## src/sv/cnp_pkg.sv

```systemverilog
`timescale 1ns / 1ps
`default_nettype none

package cnp_pkg;

    // Parse phases, one-hot.
    typedef enum logic [6:0] {
        PH_HDR   = 7'b0000001,
        PH_NAME  = 7'b0000010,
        PH_NPAD  = 7'b0000100,
        PH_DATA  = 7'b0001000,
        PH_DPAD  = 7'b0010000,
        PH_TRAIL = 7'b0100000,
        PH_BAD   = 7'b1000000
    } phase_t;

    // Region codes as seen on the output.
    localparam logic [2:0] RGN_HDR   = 3'd0;
    localparam logic [2:0] RGN_NAME  = 3'd1;
    localparam logic [2:0] RGN_NPAD  = 3'd2;
    localparam logic [2:0] RGN_DATA  = 3'd3;
    localparam logic [2:0] RGN_DPAD  = 3'd4;
    localparam logic [2:0] RGN_TRAIL = 3'd5;
    localparam logic [2:0] RGN_BAD   = 3'd6;

    // Header byte positions.
    localparam logic [6:0] MAGIC_LEN = 7'd6;
    localparam logic [6:0] MODE_AT   = 7'd14;
    localparam logic [6:0] MODE_END  = 7'd21;
    localparam logic [6:0] FSIZE_AT  = 7'd54;
    localparam logic [6:0] FSIZE_END = 7'd61;
    localparam logic [6:0] NSIZE_AT  = 7'd94;
    localparam logic [6:0] NSIZE_END = 7'd101;
    localparam logic [6:0] HDR_LAST  = 7'd109;

    // Name index of the closing NUL of the trailer name, and the saturated index.
    localparam logic [3:0] TRAILER_LAST = 4'd10;
    localparam logic [3:0] NAME_IDX_SAT = 4'd11;

    localparam logic [15:0] ENTRY_MAX = 16'hFFFF;

    // One result item.
    typedef struct packed {
        logic        trailer_found;
        logic        magic_error;
        logic        entry_last;
        logic [3:0]  type_bits;
        logic [31:0] data_length;
        logic [31:0] name_length;
        logic [15:0] entry_number;
        logic [2:0]  region;
        logic [7:0]  byte_out;
    } result_t;

    // Expected magic character at header position idx (0 to 5).
    function automatic logic [7:0] magic_char(input logic [2:0] idx);
        logic [7:0] ch;
        begin
            case (idx)
                3'd0:    ch = "0";
                3'd1:    ch = "7";
                3'd2:    ch = "0";
                3'd3:    ch = "7";
                3'd4:    ch = "0";
                3'd5:    ch = "1";
                default: ch = 8'h00;
            endcase
            return ch;
        end
    endfunction

    // Expected character of the trailer name at index idx, NUL at the end.
    function automatic logic [7:0] trailer_char(input logic [3:0] idx);
        logic [7:0] ch;
        begin
            case (idx)
                4'd0:    ch = "T";
                4'd1:    ch = "R";
                4'd2:    ch = "A";
                4'd3:    ch = "I";
                4'd4:    ch = "L";
                4'd5:    ch = "E";
                4'd6:    ch = "R";
                4'd7:    ch = "!";
                4'd8:    ch = "!";
                4'd9:    ch = "!";
                default: ch = 8'h00;
            endcase
            return ch;
        end
    endfunction

    // Hex character decode: bit 4 is set for a valid digit, bits 3:0 hold its value.
    function automatic logic [4:0] hex_digit(input logic [7:0] ch);
        logic [7:0] t;
        logic [4:0] r;
        begin
            t = 8'h00;
            r = 5'b0;
            if (ch >= "0" && ch <= "9")
            begin
                t = ch - 8'h30;
                r = {1'b1, t[3:0]};
            end
            else if (ch >= "A" && ch <= "F")
            begin
                t = ch - 8'h37;
                r = {1'b1, t[3:0]};
            end
            else if (ch >= "a" && ch <= "f")
            begin
                t = ch - 8'h57;
                r = {1'b1, t[3:0]};
            end
            return r;
        end
    endfunction

    // Output region code for a phase.
    function automatic logic [2:0] region_code(input phase_t ph);
        logic [2:0] r;
        begin
            case (ph)
                PH_HDR:   r = RGN_HDR;
                PH_NAME:  r = RGN_NAME;
                PH_NPAD:  r = RGN_NPAD;
                PH_DATA:  r = RGN_DATA;
                PH_DPAD:  r = RGN_DPAD;
                PH_TRAIL: r = RGN_TRAIL;
                PH_BAD:   r = RGN_BAD;
                default:  r = RGN_HDR;
            endcase
            return r;
        end
    endfunction

endpackage

`default_nettype wire

```

## src/sv/cnp_parse_core.sv

```systemverilog
`timescale 1ns / 1ps
`default_nettype none

module cnp_parse_core
(
    input  wire logic             clk,
    input  wire logic             rst_n,
    input  wire logic             step,
    input  wire logic [7:0]       byte_value,
    output cnp_pkg::result_t      result
);

    // Outcome of moving on to the next non-empty region.
    typedef struct packed {
        cnp_pkg::phase_t phase;
        logic [31:0]     region_count;
        logic            load_count;
        logic            trailer_reset;
        logic            entry_inc;
        logic            last;
    } settle_t;

    // Enter the first non-empty region at or after the requested one.
    function automatic settle_t settle(input cnp_pkg::phase_t nxt_in,
                                       input logic [31:0] ns,
                                       input logic [31:0] fs,
                                       input logic [1:0] ol);
        settle_t         r;
        cnp_pkg::phase_t nxt;
        logic            done;
        begin
            nxt             = nxt_in;
            done            = 1'b0;
            r.phase         = cnp_pkg::PH_HDR;
            r.region_count  = 32'd0;
            r.load_count    = 1'b0;
            r.trailer_reset = 1'b0;
            r.entry_inc     = 1'b0;
            r.last          = 1'b0;
            if (nxt == cnp_pkg::PH_NAME)
            begin
                if (ns != 32'd0)
                begin
                    r.phase         = cnp_pkg::PH_NAME;
                    r.region_count  = ns;
                    r.load_count    = 1'b1;
                    r.trailer_reset = 1'b1;
                    done            = 1'b1;
                end
                else
                begin
                    nxt = cnp_pkg::PH_NPAD;
                end
            end
            if (!done && nxt == cnp_pkg::PH_NPAD)
            begin
                if (ol != 2'd0)
                begin
                    r.phase = cnp_pkg::PH_NPAD;
                    done    = 1'b1;
                end
                else
                begin
                    nxt = cnp_pkg::PH_DATA;
                end
            end
            if (!done && nxt == cnp_pkg::PH_DATA)
            begin
                if (fs != 32'd0)
                begin
                    r.phase        = cnp_pkg::PH_DATA;
                    r.region_count = fs;
                    r.load_count   = 1'b1;
                    done           = 1'b1;
                end
                else
                begin
                    nxt = cnp_pkg::PH_DPAD;
                end
            end
            if (!done && nxt == cnp_pkg::PH_DPAD && ol != 2'd0)
            begin
                r.phase = cnp_pkg::PH_DPAD;
                done    = 1'b1;
            end
            // Nothing left in this entry: back to the next header.
            if (!done)
            begin
                r.phase         = cnp_pkg::PH_HDR;
                r.region_count  = 32'd0;
                r.load_count    = 1'b1;
                r.trailer_reset = 1'b1;
                r.entry_inc     = 1'b1;
                r.last          = 1'b1;
            end
            return r;
        end
    endfunction

    cnp_pkg::phase_t phase_reg, phase_next;
    logic [31:0]     region_count_reg, region_count_next;
    logic [31:0]     hex_accum_reg, hex_accum_next;
    logic            hex_stopped_reg, hex_stopped_next;
    logic [31:0]     name_size_reg, name_size_next;
    logic [31:0]     file_size_reg, file_size_next;
    logic [3:0]      mode_type_reg, mode_type_next;
    logic [1:0]      offset_low_reg, offset_low_next;
    logic            trailer_match_reg, trailer_match_next;
    logic [3:0]      name_idx_reg, name_idx_next;
    logic [15:0]     entry_count_reg, entry_count_next;

    logic [6:0]      hdr_pos;
    logic            field_start;
    logic            in_field;
    logic [31:0]     acc_base;
    logic            stop_base;
    logic [4:0]      hex_dec;
    logic            name_miss;
    logic [31:0]     count_dec;
    logic            last;
    settle_t         st;

    assign hdr_pos   = region_count_reg[6:0];
    assign count_dec = region_count_reg - 32'd1;
    assign hex_dec   = cnp_pkg::hex_digit(byte_value);

    // Hex field windows inside the header.
    always_comb
    begin
        field_start = (hdr_pos == cnp_pkg::MODE_AT) || (hdr_pos == cnp_pkg::FSIZE_AT)
                      || (hdr_pos == cnp_pkg::NSIZE_AT);
        in_field    = (hdr_pos >= cnp_pkg::MODE_AT && hdr_pos <= cnp_pkg::MODE_END)
                      || (hdr_pos >= cnp_pkg::FSIZE_AT && hdr_pos <= cnp_pkg::FSIZE_END)
                      || (hdr_pos >= cnp_pkg::NSIZE_AT && hdr_pos <= cnp_pkg::NSIZE_END);
        acc_base    = field_start ? 32'd0 : hex_accum_reg;
        stop_base   = field_start ? 1'b0 : hex_stopped_reg;
        name_miss   = (name_idx_reg >= cnp_pkg::NAME_IDX_SAT)
                      || (byte_value != cnp_pkg::trailer_char(name_idx_reg));
    end

    // Next-state logic for one byte.
    always_comb
    begin
        phase_next         = phase_reg;
        region_count_next  = region_count_reg;
        hex_accum_next     = hex_accum_reg;
        hex_stopped_next   = hex_stopped_reg;
        name_size_next     = name_size_reg;
        file_size_next     = file_size_reg;
        mode_type_next     = mode_type_reg;
        offset_low_next    = offset_low_reg;
        trailer_match_next = trailer_match_reg;
        name_idx_next      = name_idx_reg;
        entry_count_next   = entry_count_reg;
        last               = 1'b0;
        st                 = settle(cnp_pkg::PH_HDR, name_size_reg, file_size_reg,
                                    offset_low_reg);
        case (phase_reg)
            cnp_pkg::PH_HDR:
            begin
                if (hdr_pos < cnp_pkg::MAGIC_LEN
                    && byte_value != cnp_pkg::magic_char(hdr_pos[2:0]))
                begin
                    phase_next = cnp_pkg::PH_BAD;
                end
                else
                begin
                    if (in_field)
                    begin
                        hex_accum_next   = acc_base;
                        hex_stopped_next = stop_base;
                        if (!stop_base)
                        begin
                            if (hex_dec[4])
                            begin
                                hex_accum_next = {acc_base[27:0], hex_dec[3:0]};
                            end
                            else
                            begin
                                hex_stopped_next = 1'b1;
                            end
                        end
                    end
                    if (hdr_pos == cnp_pkg::MODE_END)
                    begin
                        mode_type_next = hex_accum_next[15:12];
                    end
                    else if (hdr_pos == cnp_pkg::FSIZE_END)
                    begin
                        file_size_next = hex_accum_next;
                    end
                    else if (hdr_pos == cnp_pkg::NSIZE_END)
                    begin
                        name_size_next = hex_accum_next;
                    end
                    offset_low_next = offset_low_reg + 2'd1;
                    if (hdr_pos == cnp_pkg::HDR_LAST)
                    begin
                        st = settle(cnp_pkg::PH_NAME, name_size_reg, file_size_reg,
                                    offset_low_next);
                    end
                    else
                    begin
                        region_count_next = {25'd0, hdr_pos + 7'd1};
                    end
                end
            end
            cnp_pkg::PH_NAME:
            begin
                if (name_miss)
                begin
                    trailer_match_next = 1'b0;
                end
                if (name_idx_reg != cnp_pkg::NAME_IDX_SAT)
                begin
                    name_idx_next = name_idx_reg + 4'd1;
                end
                offset_low_next   = offset_low_reg + 2'd1;
                region_count_next = count_dec;
                if (count_dec == 32'd0)
                begin
                    if (trailer_match_next && name_idx_reg == cnp_pkg::TRAILER_LAST)
                    begin
                        phase_next = cnp_pkg::PH_TRAIL;
                        last       = 1'b1;
                    end
                    else
                    begin
                        st = settle(cnp_pkg::PH_NPAD, name_size_reg, file_size_reg,
                                    offset_low_next);
                    end
                end
            end
            cnp_pkg::PH_NPAD:
            begin
                offset_low_next = offset_low_reg + 2'd1;
                if (offset_low_next == 2'd0)
                begin
                    st = settle(cnp_pkg::PH_DATA, name_size_reg, file_size_reg,
                                offset_low_next);
                end
            end
            cnp_pkg::PH_DATA:
            begin
                offset_low_next   = offset_low_reg + 2'd1;
                region_count_next = count_dec;
                if (count_dec == 32'd0)
                begin
                    st = settle(cnp_pkg::PH_DPAD, name_size_reg, file_size_reg,
                                offset_low_next);
                end
            end
            cnp_pkg::PH_DPAD:
            begin
                offset_low_next = offset_low_reg + 2'd1;
                if (offset_low_next == 2'd0)
                begin
                    st = settle(cnp_pkg::PH_HDR, name_size_reg, file_size_reg,
                                offset_low_next);
                end
            end
            default:
            begin
                // Halted after the trailer or a bad magic.
            end
        endcase

        // Apply a region change when one was taken above.
        if (st.last || st.load_count || st.phase != cnp_pkg::PH_HDR)
        begin
            if (phase_reg != cnp_pkg::PH_TRAIL && phase_reg != cnp_pkg::PH_BAD
                && !(phase_reg == cnp_pkg::PH_HDR && hdr_pos != cnp_pkg::HDR_LAST)
                && !(phase_reg == cnp_pkg::PH_NAME && count_dec != 32'd0)
                && !(phase_reg == cnp_pkg::PH_DATA && count_dec != 32'd0)
                && !((phase_reg == cnp_pkg::PH_NPAD || phase_reg == cnp_pkg::PH_DPAD)
                     && offset_low_next != 2'd0)
                && phase_next != cnp_pkg::PH_TRAIL && phase_next != cnp_pkg::PH_BAD)
            begin
                phase_next = st.phase;
                last       = st.last;
                if (st.load_count)
                begin
                    region_count_next = st.region_count;
                end
                if (st.trailer_reset)
                begin
                    trailer_match_next = 1'b1;
                    name_idx_next      = 4'd0;
                end
                if (st.entry_inc && entry_count_reg != cnp_pkg::ENTRY_MAX)
                begin
                    entry_count_next = entry_count_reg + 16'd1;
                end
            end
        end
    end

    // Result fields for the byte at the input.
    always_comb
    begin
        result.byte_out      = byte_value;
        result.region        = cnp_pkg::region_code(phase_reg);
        result.entry_number  = entry_count_reg;
        result.name_length   = name_size_next;
        result.data_length   = file_size_next;
        result.type_bits     = mode_type_next;
        result.entry_last    = last;
        result.magic_error   = (phase_next == cnp_pkg::PH_BAD);
        result.trailer_found = (phase_next == cnp_pkg::PH_TRAIL);
    end

    // Parse state advances once per byte.
    always_ff @(posedge clk or negedge rst_n)
    begin
        if (!rst_n)
        begin
            phase_reg         <= cnp_pkg::PH_HDR;
            region_count_reg  <= 32'd0;
            hex_accum_reg     <= 32'd0;
            hex_stopped_reg   <= 1'b0;
            name_size_reg     <= 32'd0;
            file_size_reg     <= 32'd0;
            mode_type_reg     <= 4'd0;
            offset_low_reg    <= 2'd0;
            trailer_match_reg <= 1'b1;
            name_idx_reg      <= 4'd0;
            entry_count_reg   <= 16'd0;
        end
        else if (step)
        begin
            phase_reg         <= phase_next;
            region_count_reg  <= region_count_next;
            hex_accum_reg     <= hex_accum_next;
            hex_stopped_reg   <= hex_stopped_next;
            name_size_reg     <= name_size_next;
            file_size_reg     <= file_size_next;
            mode_type_reg     <= mode_type_next;
            offset_low_reg    <= offset_low_next;
            trailer_match_reg <= trailer_match_next;
            name_idx_reg      <= name_idx_next;
            entry_count_reg   <= entry_count_next;
        end
    end

endmodule

`default_nettype wire

```

## src/sv/cpio_newc_stream_parser.sv

```systemverilog
// Path: an input transfer passes through the input register and then the output register.
// Throughput: one byte per cycle unless the output stalls; input and output registers each
// hold one byte, and the parse state updates once per byte as it moves between them.
// Reset: rst_n is asynchronous and active low; it empties both registers and returns
// the parser to the start of a header with entry number zero.
`timescale 1ns / 1ps
`default_nettype none

module cpio_newc_stream_parser
(
    input  wire logic         clk,
    input  wire logic         rst_n,
    input  wire logic         s_axis_tvalid,
    output logic              s_axis_tready,
    input  wire logic [7:0]   s_axis_tdata,   // byte_value[7:0]
    output logic              m_axis_tvalid,
    input  wire logic         m_axis_tready,
    // byte_out[7:0], entry_number[23:8], name_length[55:24], data_length[87:56],
    // type_bits[91:88], magic_error[92], trailer_found[93], zero[95:94]
    output logic [95:0]       m_axis_tdata,
    output logic [2:0]        m_axis_tuser,   // region[2:0]
    output logic              m_axis_tlast    // entry_last
);

    logic             in_valid_reg;
    logic [7:0]       in_byte_reg;
    logic             out_valid_reg;
    cnp_pkg::result_t out_data_reg;
    cnp_pkg::result_t core_result;
    logic             step;

    // A byte moves to the output when the output register is empty or being drained.
    assign step          = in_valid_reg && (!out_valid_reg || m_axis_tready);
    assign s_axis_tready = !in_valid_reg || step;

    cnp_parse_core u_core
    (
        .clk        (clk),
        .rst_n      (rst_n),
        .step       (step),
        .byte_value (in_byte_reg),
        .result     (core_result)
    );

    // Input and output register control.
    always_ff @(posedge clk or negedge rst_n)
    begin
        if (!rst_n)
        begin
            in_valid_reg  <= 1'b0;
            out_valid_reg <= 1'b0;
        end
        else
        begin
            if (s_axis_tready)
            begin
                in_valid_reg <= s_axis_tvalid;
            end
            if (step)
            begin
                out_valid_reg <= 1'b1;
            end
            else if (m_axis_tready)
            begin
                out_valid_reg <= 1'b0;
            end
        end
    end

    // Payload registers.
    always_ff @(posedge clk)
    begin
        if (s_axis_tvalid && s_axis_tready)
        begin
            in_byte_reg <= s_axis_tdata;
        end
        if (step)
        begin
            out_data_reg <= core_result;
        end
    end

    // Output transfer fields.
    assign m_axis_tvalid = out_valid_reg;
    assign m_axis_tuser  = out_data_reg.region;
    assign m_axis_tlast  = out_data_reg.entry_last;
    assign m_axis_tdata  = {2'b00,
                            out_data_reg.trailer_found,
                            out_data_reg.magic_error,
                            out_data_reg.type_bits,
                            out_data_reg.data_length,
                            out_data_reg.name_length,
                            out_data_reg.entry_number,
                            out_data_reg.byte_out};

endmodule

`default_nettype wire

```

## config.mk

```make
export PLATFORM = sky130hd
export DESIGN_NAME = cpio_newc_stream_parser
export DESIGN_NICKNAME = d
export VERILOG_FILES = /design/src/sv/cnp_pkg.sv /design/src/sv/cnp_parse_core.sv /design/src/sv/cpio_newc_stream_parser.sv
export SDC_FILE = /design/constraint.sdc
export NUM_CORES = 1
export LEC_CHECK = 0
export BUFFER_PORTS_ARGS = -buffer_cell sky130_fd_sc_hd__buf_2
export CAP_MARGIN = 20
export CORE_MARGIN = 1
export CORE_UTILIZATION = 40
export CTS_BUF_LIST = sky130_fd_sc_hd__clkbuf_4
export CTS_CLUSTER_SIZE = 14
export DETAILED_ROUTE_END_ITERATION = 12
export GPL_TIMING_DRIVEN = 0
export PLACE_DENSITY = 0.65
export SLEW_MARGIN = 30
export SYNTH_ARGS = -nofsm -noshare
export SYNTH_HDL_FRONTEND = slang
export SYNTH_SLANG_ARGS = --single-unit
```

## constraint.sdc

```tcl
create_clock -name clk -period 13.2 [get_ports clk]
set_input_delay 2.64 -clock clk [delete_from_list [all_inputs] [get_ports clk]]
set_output_delay 2.64 -clock clk [all_outputs]
set_load 0.02 [all_outputs]
```

[Word level (Yosys, flattened, before mapping)]
Memories as Yosys holds them, arrays and structs flattened.
Index checks and enable logic that the tools add are counted.
Storage, ports and cells
  bits in registers: 271
  memories: 1
  output and inout port bits: 102
  memory bits (read-only): 112
  word-level logic and storage cells: 300
Memory list
  (name not given): depth 16, width 7, read ports 1, clocked after memory_dff 0, wr ports 0, RTL line cnp_pkg.sv:76  | case (idx)
Operators by class
  muxes and demuxes: 146
  equality and inequality tests: 38
  magnitude comparators: 14
  add/subtract/negate cells: 8
  bitwise gates (word level): 1
  reductions and logical operators: 69
Operators by type and width (count)
  2-to-1 mux 32 bit: 18
  2-to-1 mux 43 bit: 8
  2-to-1 mux 7 bit: 31
  one-hot mux 43 bit (4 select lines): 1
  2-to-1 mux 40 bit: 3
  nonzero test 32 bit: 3
  2-to-1 mux 41 bit: 2
  2-to-1 mux 37 bit: 2
  one-hot mux 32 bit (2 select lines): 1
  2-to-1 mux 1 bit: 55
  2-to-1 mux 36 bit: 1
  2-to-1 mux 4 bit: 9
  equality test 7 x 5 -> 1 bit (second input constant): 5
  equality test 7 bit (second input constant): 5
  logical NOT 32 bit: 1
  subtractor 32 x 1 -> 32 bit (second input constant): 1
  logical AND 1 bit: 31
  2-to-1 mux 5 bit: 6
  equality test 7 x 4 -> 1 bit (second input constant): 4
  equality test 7 x 6 -> 1 bit (second input constant): 4
  != test 7 bit (second input constant): 3
  one-hot mux 3 bit (6 select lines): 1
  one-hot mux 6 bit (3 select lines): 1
  adder 16 x 1 -> 16 bit (second input constant): 1
  45 further kinds: 79

[Depth between registers and ports, before layout]
  depth in word-level cells: 35
  depth in mapped cells: 15

[Hierarchy]
Synthesis repeated with hierarchy kept, for this count alone.
Unflattened totals
  cells, all modules: 1356
  area total of the unflattened synthesis: 13770.7 µm²
Modules (own cells, without submodules)
  cnp_parse_core: seq. area each 4081.4 µm², times used 1, cells each 1239, area an instance 10465.0 µm²
  cpio_newc_stream_parser: seq. area each 3233.1 µm², times used 1, cells each 117, area an instance 3305.7 µm²

[Least setup slack after synthesis]
OpenSTA, ideal clock, no wires.
  kind: in2reg
  start point: input m_axis_tready
  end point: register u_core.region_count_reg[2]
  arrival time: 6.790 ns
  setup slack: 6.303 ns
  setup time: 0.107 ns
  required time: 13.093 ns
  stages on the path: 7
  path buffers: 2
  cells stage by stage: nand2b_1 > nand2_1 > inv_2 > clkbuf_1 > clkbuf_1 > o21ai_0 > a221oi_1
Between the ends
  word-level cells in the longest chain between the ends: 2
RTL lines
  start: declaration: RTL line cpio_newc_stream_parser.sv:17  | input wire logic m_axis_tready,
  logical OR 1 bit: RTL line cpio_newc_stream_parser.sv:33  | assign step = in_valid_reg && (!out_valid_reg || m_axis_tready);
  logical AND 1 bit: RTL line cpio_newc_stream_parser.sv:33
  named net step: RTL line cpio_newc_stream_parser.sv:30  | logic step;
  end signal: assignment: RTL line cnp_parse_core.sv:332  | region_count_reg <= region_count_next;
  end: declaration: RTL line cnp_parse_core.sv:101  | logic [31:0] region_count_reg, region_count_next;
The timed path passes the listed nets, and every way through them passes these cells.
A chain may end at the register's enable or synchronous reset.

[Worst setup path after layout]
  start point: input m_axis_tready
  end point: output s_axis_tready
Between the ends
  word-level cells in the longest chain between the ends: 3
RTL lines
  logical OR 1 bit: RTL line cpio_newc_stream_parser.sv:33
  logical AND 1 bit: RTL line cpio_newc_stream_parser.sv:33
  logical OR 1 bit: RTL line cpio_newc_stream_parser.sv:34  | assign s_axis_tready = !in_valid_reg || step;
  end: declaration: RTL line cpio_newc_stream_parser.sv:14  | output logic s_axis_tready,
Every way passes these cells.

==> impl_metrics.ini <==
[floorplanning]
initial_core_util_pct = 41.1
die-area_sq_mm = 0.0355
core_area_sq_mm = 0.0339
rows = 67
die_x_microns = 188
die_height_microns = 188
boundaryPins = 114

[sta]
max-slew-margin-rel_pct = 37.8
tightestPinTransition_ns = 0.934
timing.fmax_mhz = 174
rsz0062_at_grt = false
slew_viol_final = 0
hold_viol = 0
clock_skew_ns = 0.0568
hold_ws_ns = 0.440
setup_viol = 0
min_period_ns = 5.74
min_period_over_period_pct = 43.5
finalSetupTns_ns = 0

[finish]
area_growth_pct = 15.8
mostFrequentLayoutCells = dfrtp_1 (163), nand2_1 (145), buf_2 (130)
multi_input_area_sq_mm = 0.00614
drive_above_1_share_pct = 24.5
fin_nets = 1500
fillCellCount = 3207
layout_commonest_cell = dfrtp_1
fin_util_pct = 47.6
regArea_sq_mm = 0.00731
largest_reg_flops = 94

[clock_tree]
cts_resized = 0
cts_sinks = 271
htreeDepth = 3
cts.reportedPaths.clkPinSlew_ns = 0.06
hold_buffers = 0
cts_tree = built
cts_buffer_depth = 3
cts_buffers = 71
clk_root_buffer_cell = clkbuf_4
clock_latency_ns = 0.72
cts_setup_buffers = 0

[setup_path]
critical_path_arrival_ns = 3.10
reg2reg_slack_ns = 8.47
worstPathRequired_ns = 10.56
cpPeakStageDelay_ns = 0.18
cpMostUsedCell = buf_2
cp_slowest_cell = nand3b_1
timing.rr.start = u_core.region_count_reg[0]
r2r_cells = 13
critical_path_class = in -> out
timing.rr.end = u_core.region_count_reg[3]
worstSetupEndpointType = output pin
critical_path.cell_chain = buf_2, nand3b_1, buf_2
endpoint = s_axis_tready
start_kind = primary input
critical_path_peak_fanout = 3
cp-startpoint = m_axis_tready

[synthesis]
synth_edf_count = 106
ys.flop_type = dfrtp_1
synthTopCellsByArea = dfrtp_1 (29%), edfxtp_1 (23%), mux2_2 (5.8%)
synth_compound_area_share_pct = 17.1
synthXorXnorAreaFrac_pct = 2.14
synthArstFlopShare_pct = 60.9
synth.top_cell.area_share_pct = 29.3
yosysSeqAreaShare_pct = 52.6
muxShareOfSynthArea_pct = 7.09
synth_warnings = 0
ys_seq_elements = 271
netlist_area_sq_mm = 0.0139
synth_area_per_cell_sq_um = 10.8
synth_top_family_by_area = compound AO/OA/AOI/OAI gates
synth_cell_types = 97
synth-simple-area-share_pct = 16.3
synth_top_area_cell = dfrtp_1
synthAdderAreaFrac_pct = 1.35
syn_inst = 1284

[power_and_ir_drop]
vdd_drop_max_v = 0.0000680
powerDensity_mw_per_mm2 = 127
finalPower_mw = 2.05
p_leak_nw = 6.61

[drt]
wl_per_cell_microns = 21.5
drtPass1Iterations = 6
via_per_inst = 5.97
postRouteAntennaNets = 0
drc = 0
num_vias = 11800
first_iter_violations = 1124
wl_microns = 42500

[global_route]
grt_use_total_pct = 24.1
grt_pass1_vias = 11400
grt_remaining_overflow = 0
grt_max_degree = 72
grt_pass1_wl_microns = 66100
grt_antenna_before_repair = 1

[min_path]
hold_path.class = reg -> reg

[outcome]
status = complete, no violations

[placement]
dp_hpwl_microns = 30400
routabilityCongestion = 0.959
port_buffers = 111

[job]
drv_cap = 0
==> power breakdown <==
part	leakage, nW	total [mW]	internal, mW	switching, mW
sequential	3.22	0.945	0.916	0.0296
clock	0.533	0.754	0.395	0.359
combinational	2.86	0.354	0.123	0.231
total	6.61	2.05	1.43	0.620
==> area by class of cell <==
| class | instances | area share, % |
|---|---|---|
| Antenna cell | 2 | 0.0311 |
| Inverter | 19 | 0.443 |
| Multi-Input combinational cell | 909 | 38.1 |
| Clock buffer | 94 | 4.38 |
| Timing Repair Buffer | 115 | 4.15 |
| Buffer | 86 | 2.58 |
| Tap cell | 448 | 3.48 |
| Sequential cell | 271 | 45.4 |
| Clock inverter | 36 | 1.40 |
==> worst min-delay path by stage <==
stage                                    startpoint               end  depth (start not counted)
after floorplan                      in_byte_reg[2]   m_axis_tdata[2]                          0
after global placement               in_byte_reg[2]   m_axis_tdata[2]                          0
after detailed placement             in_byte_reg[2]   m_axis_tdata[2]                          0
after CTS                            in_byte_reg[2]   m_axis_tdata[2]                          0
after global routing      u_core.entry_count_reg[9]  m_axis_tdata[17]                          0
final                     u_core.entry_count_reg[9]  m_axis_tdata[17]                          0
==> stage by stage <==
stage / instance area [sq um] / instances / setup WS, ns
floorplan: 13900 / 1285 / 6.30
global placement: 15000 / 1844 / 3.93
detailed placement: 15200 / 1848 / 7.46
CTS: 16100 / 1978 / 7.46
global route: 16100 / 1980 / 7.41
finish: 16100 / 1980 / 7.46
==> critical path, delay by kind of cell <==
family / cells / cell delay (ns)
buf+inv: 2 / 0.28
simple gates: 1 / 0.18
==> layer usage <==
metal  wire length, microns  global-route usage, %
met4                   1120                   8.59
met3                   3290                   4.88
met1                  18200                   32.4
met5                      0                   1.10
met2                  20000                   38.6
==> cells in the mapped netlist, drive strengths merged, types with 32 or more instances <==
cell and count:
dfrtp 163, nand2 146, o21ai 107, edfxtp 106, mux2 74, nor2 71
clkbuf 53, a21oi 52, a22oi 46, nor4 34, buf 33, a22o 32
nor3 32
==> cell families after synthesis <==
group | count (synthesis)
multiplexers | 86
AO/OA/AOI/OAI | 341
other | 1
flip-flops | 271
AND/OR/NAND/NOR | 431
adder cells (fa/ha/maj) | 15
buffers and inverters | 105
XOR/XNOR | 34
(Power assumes the default switching activity.)
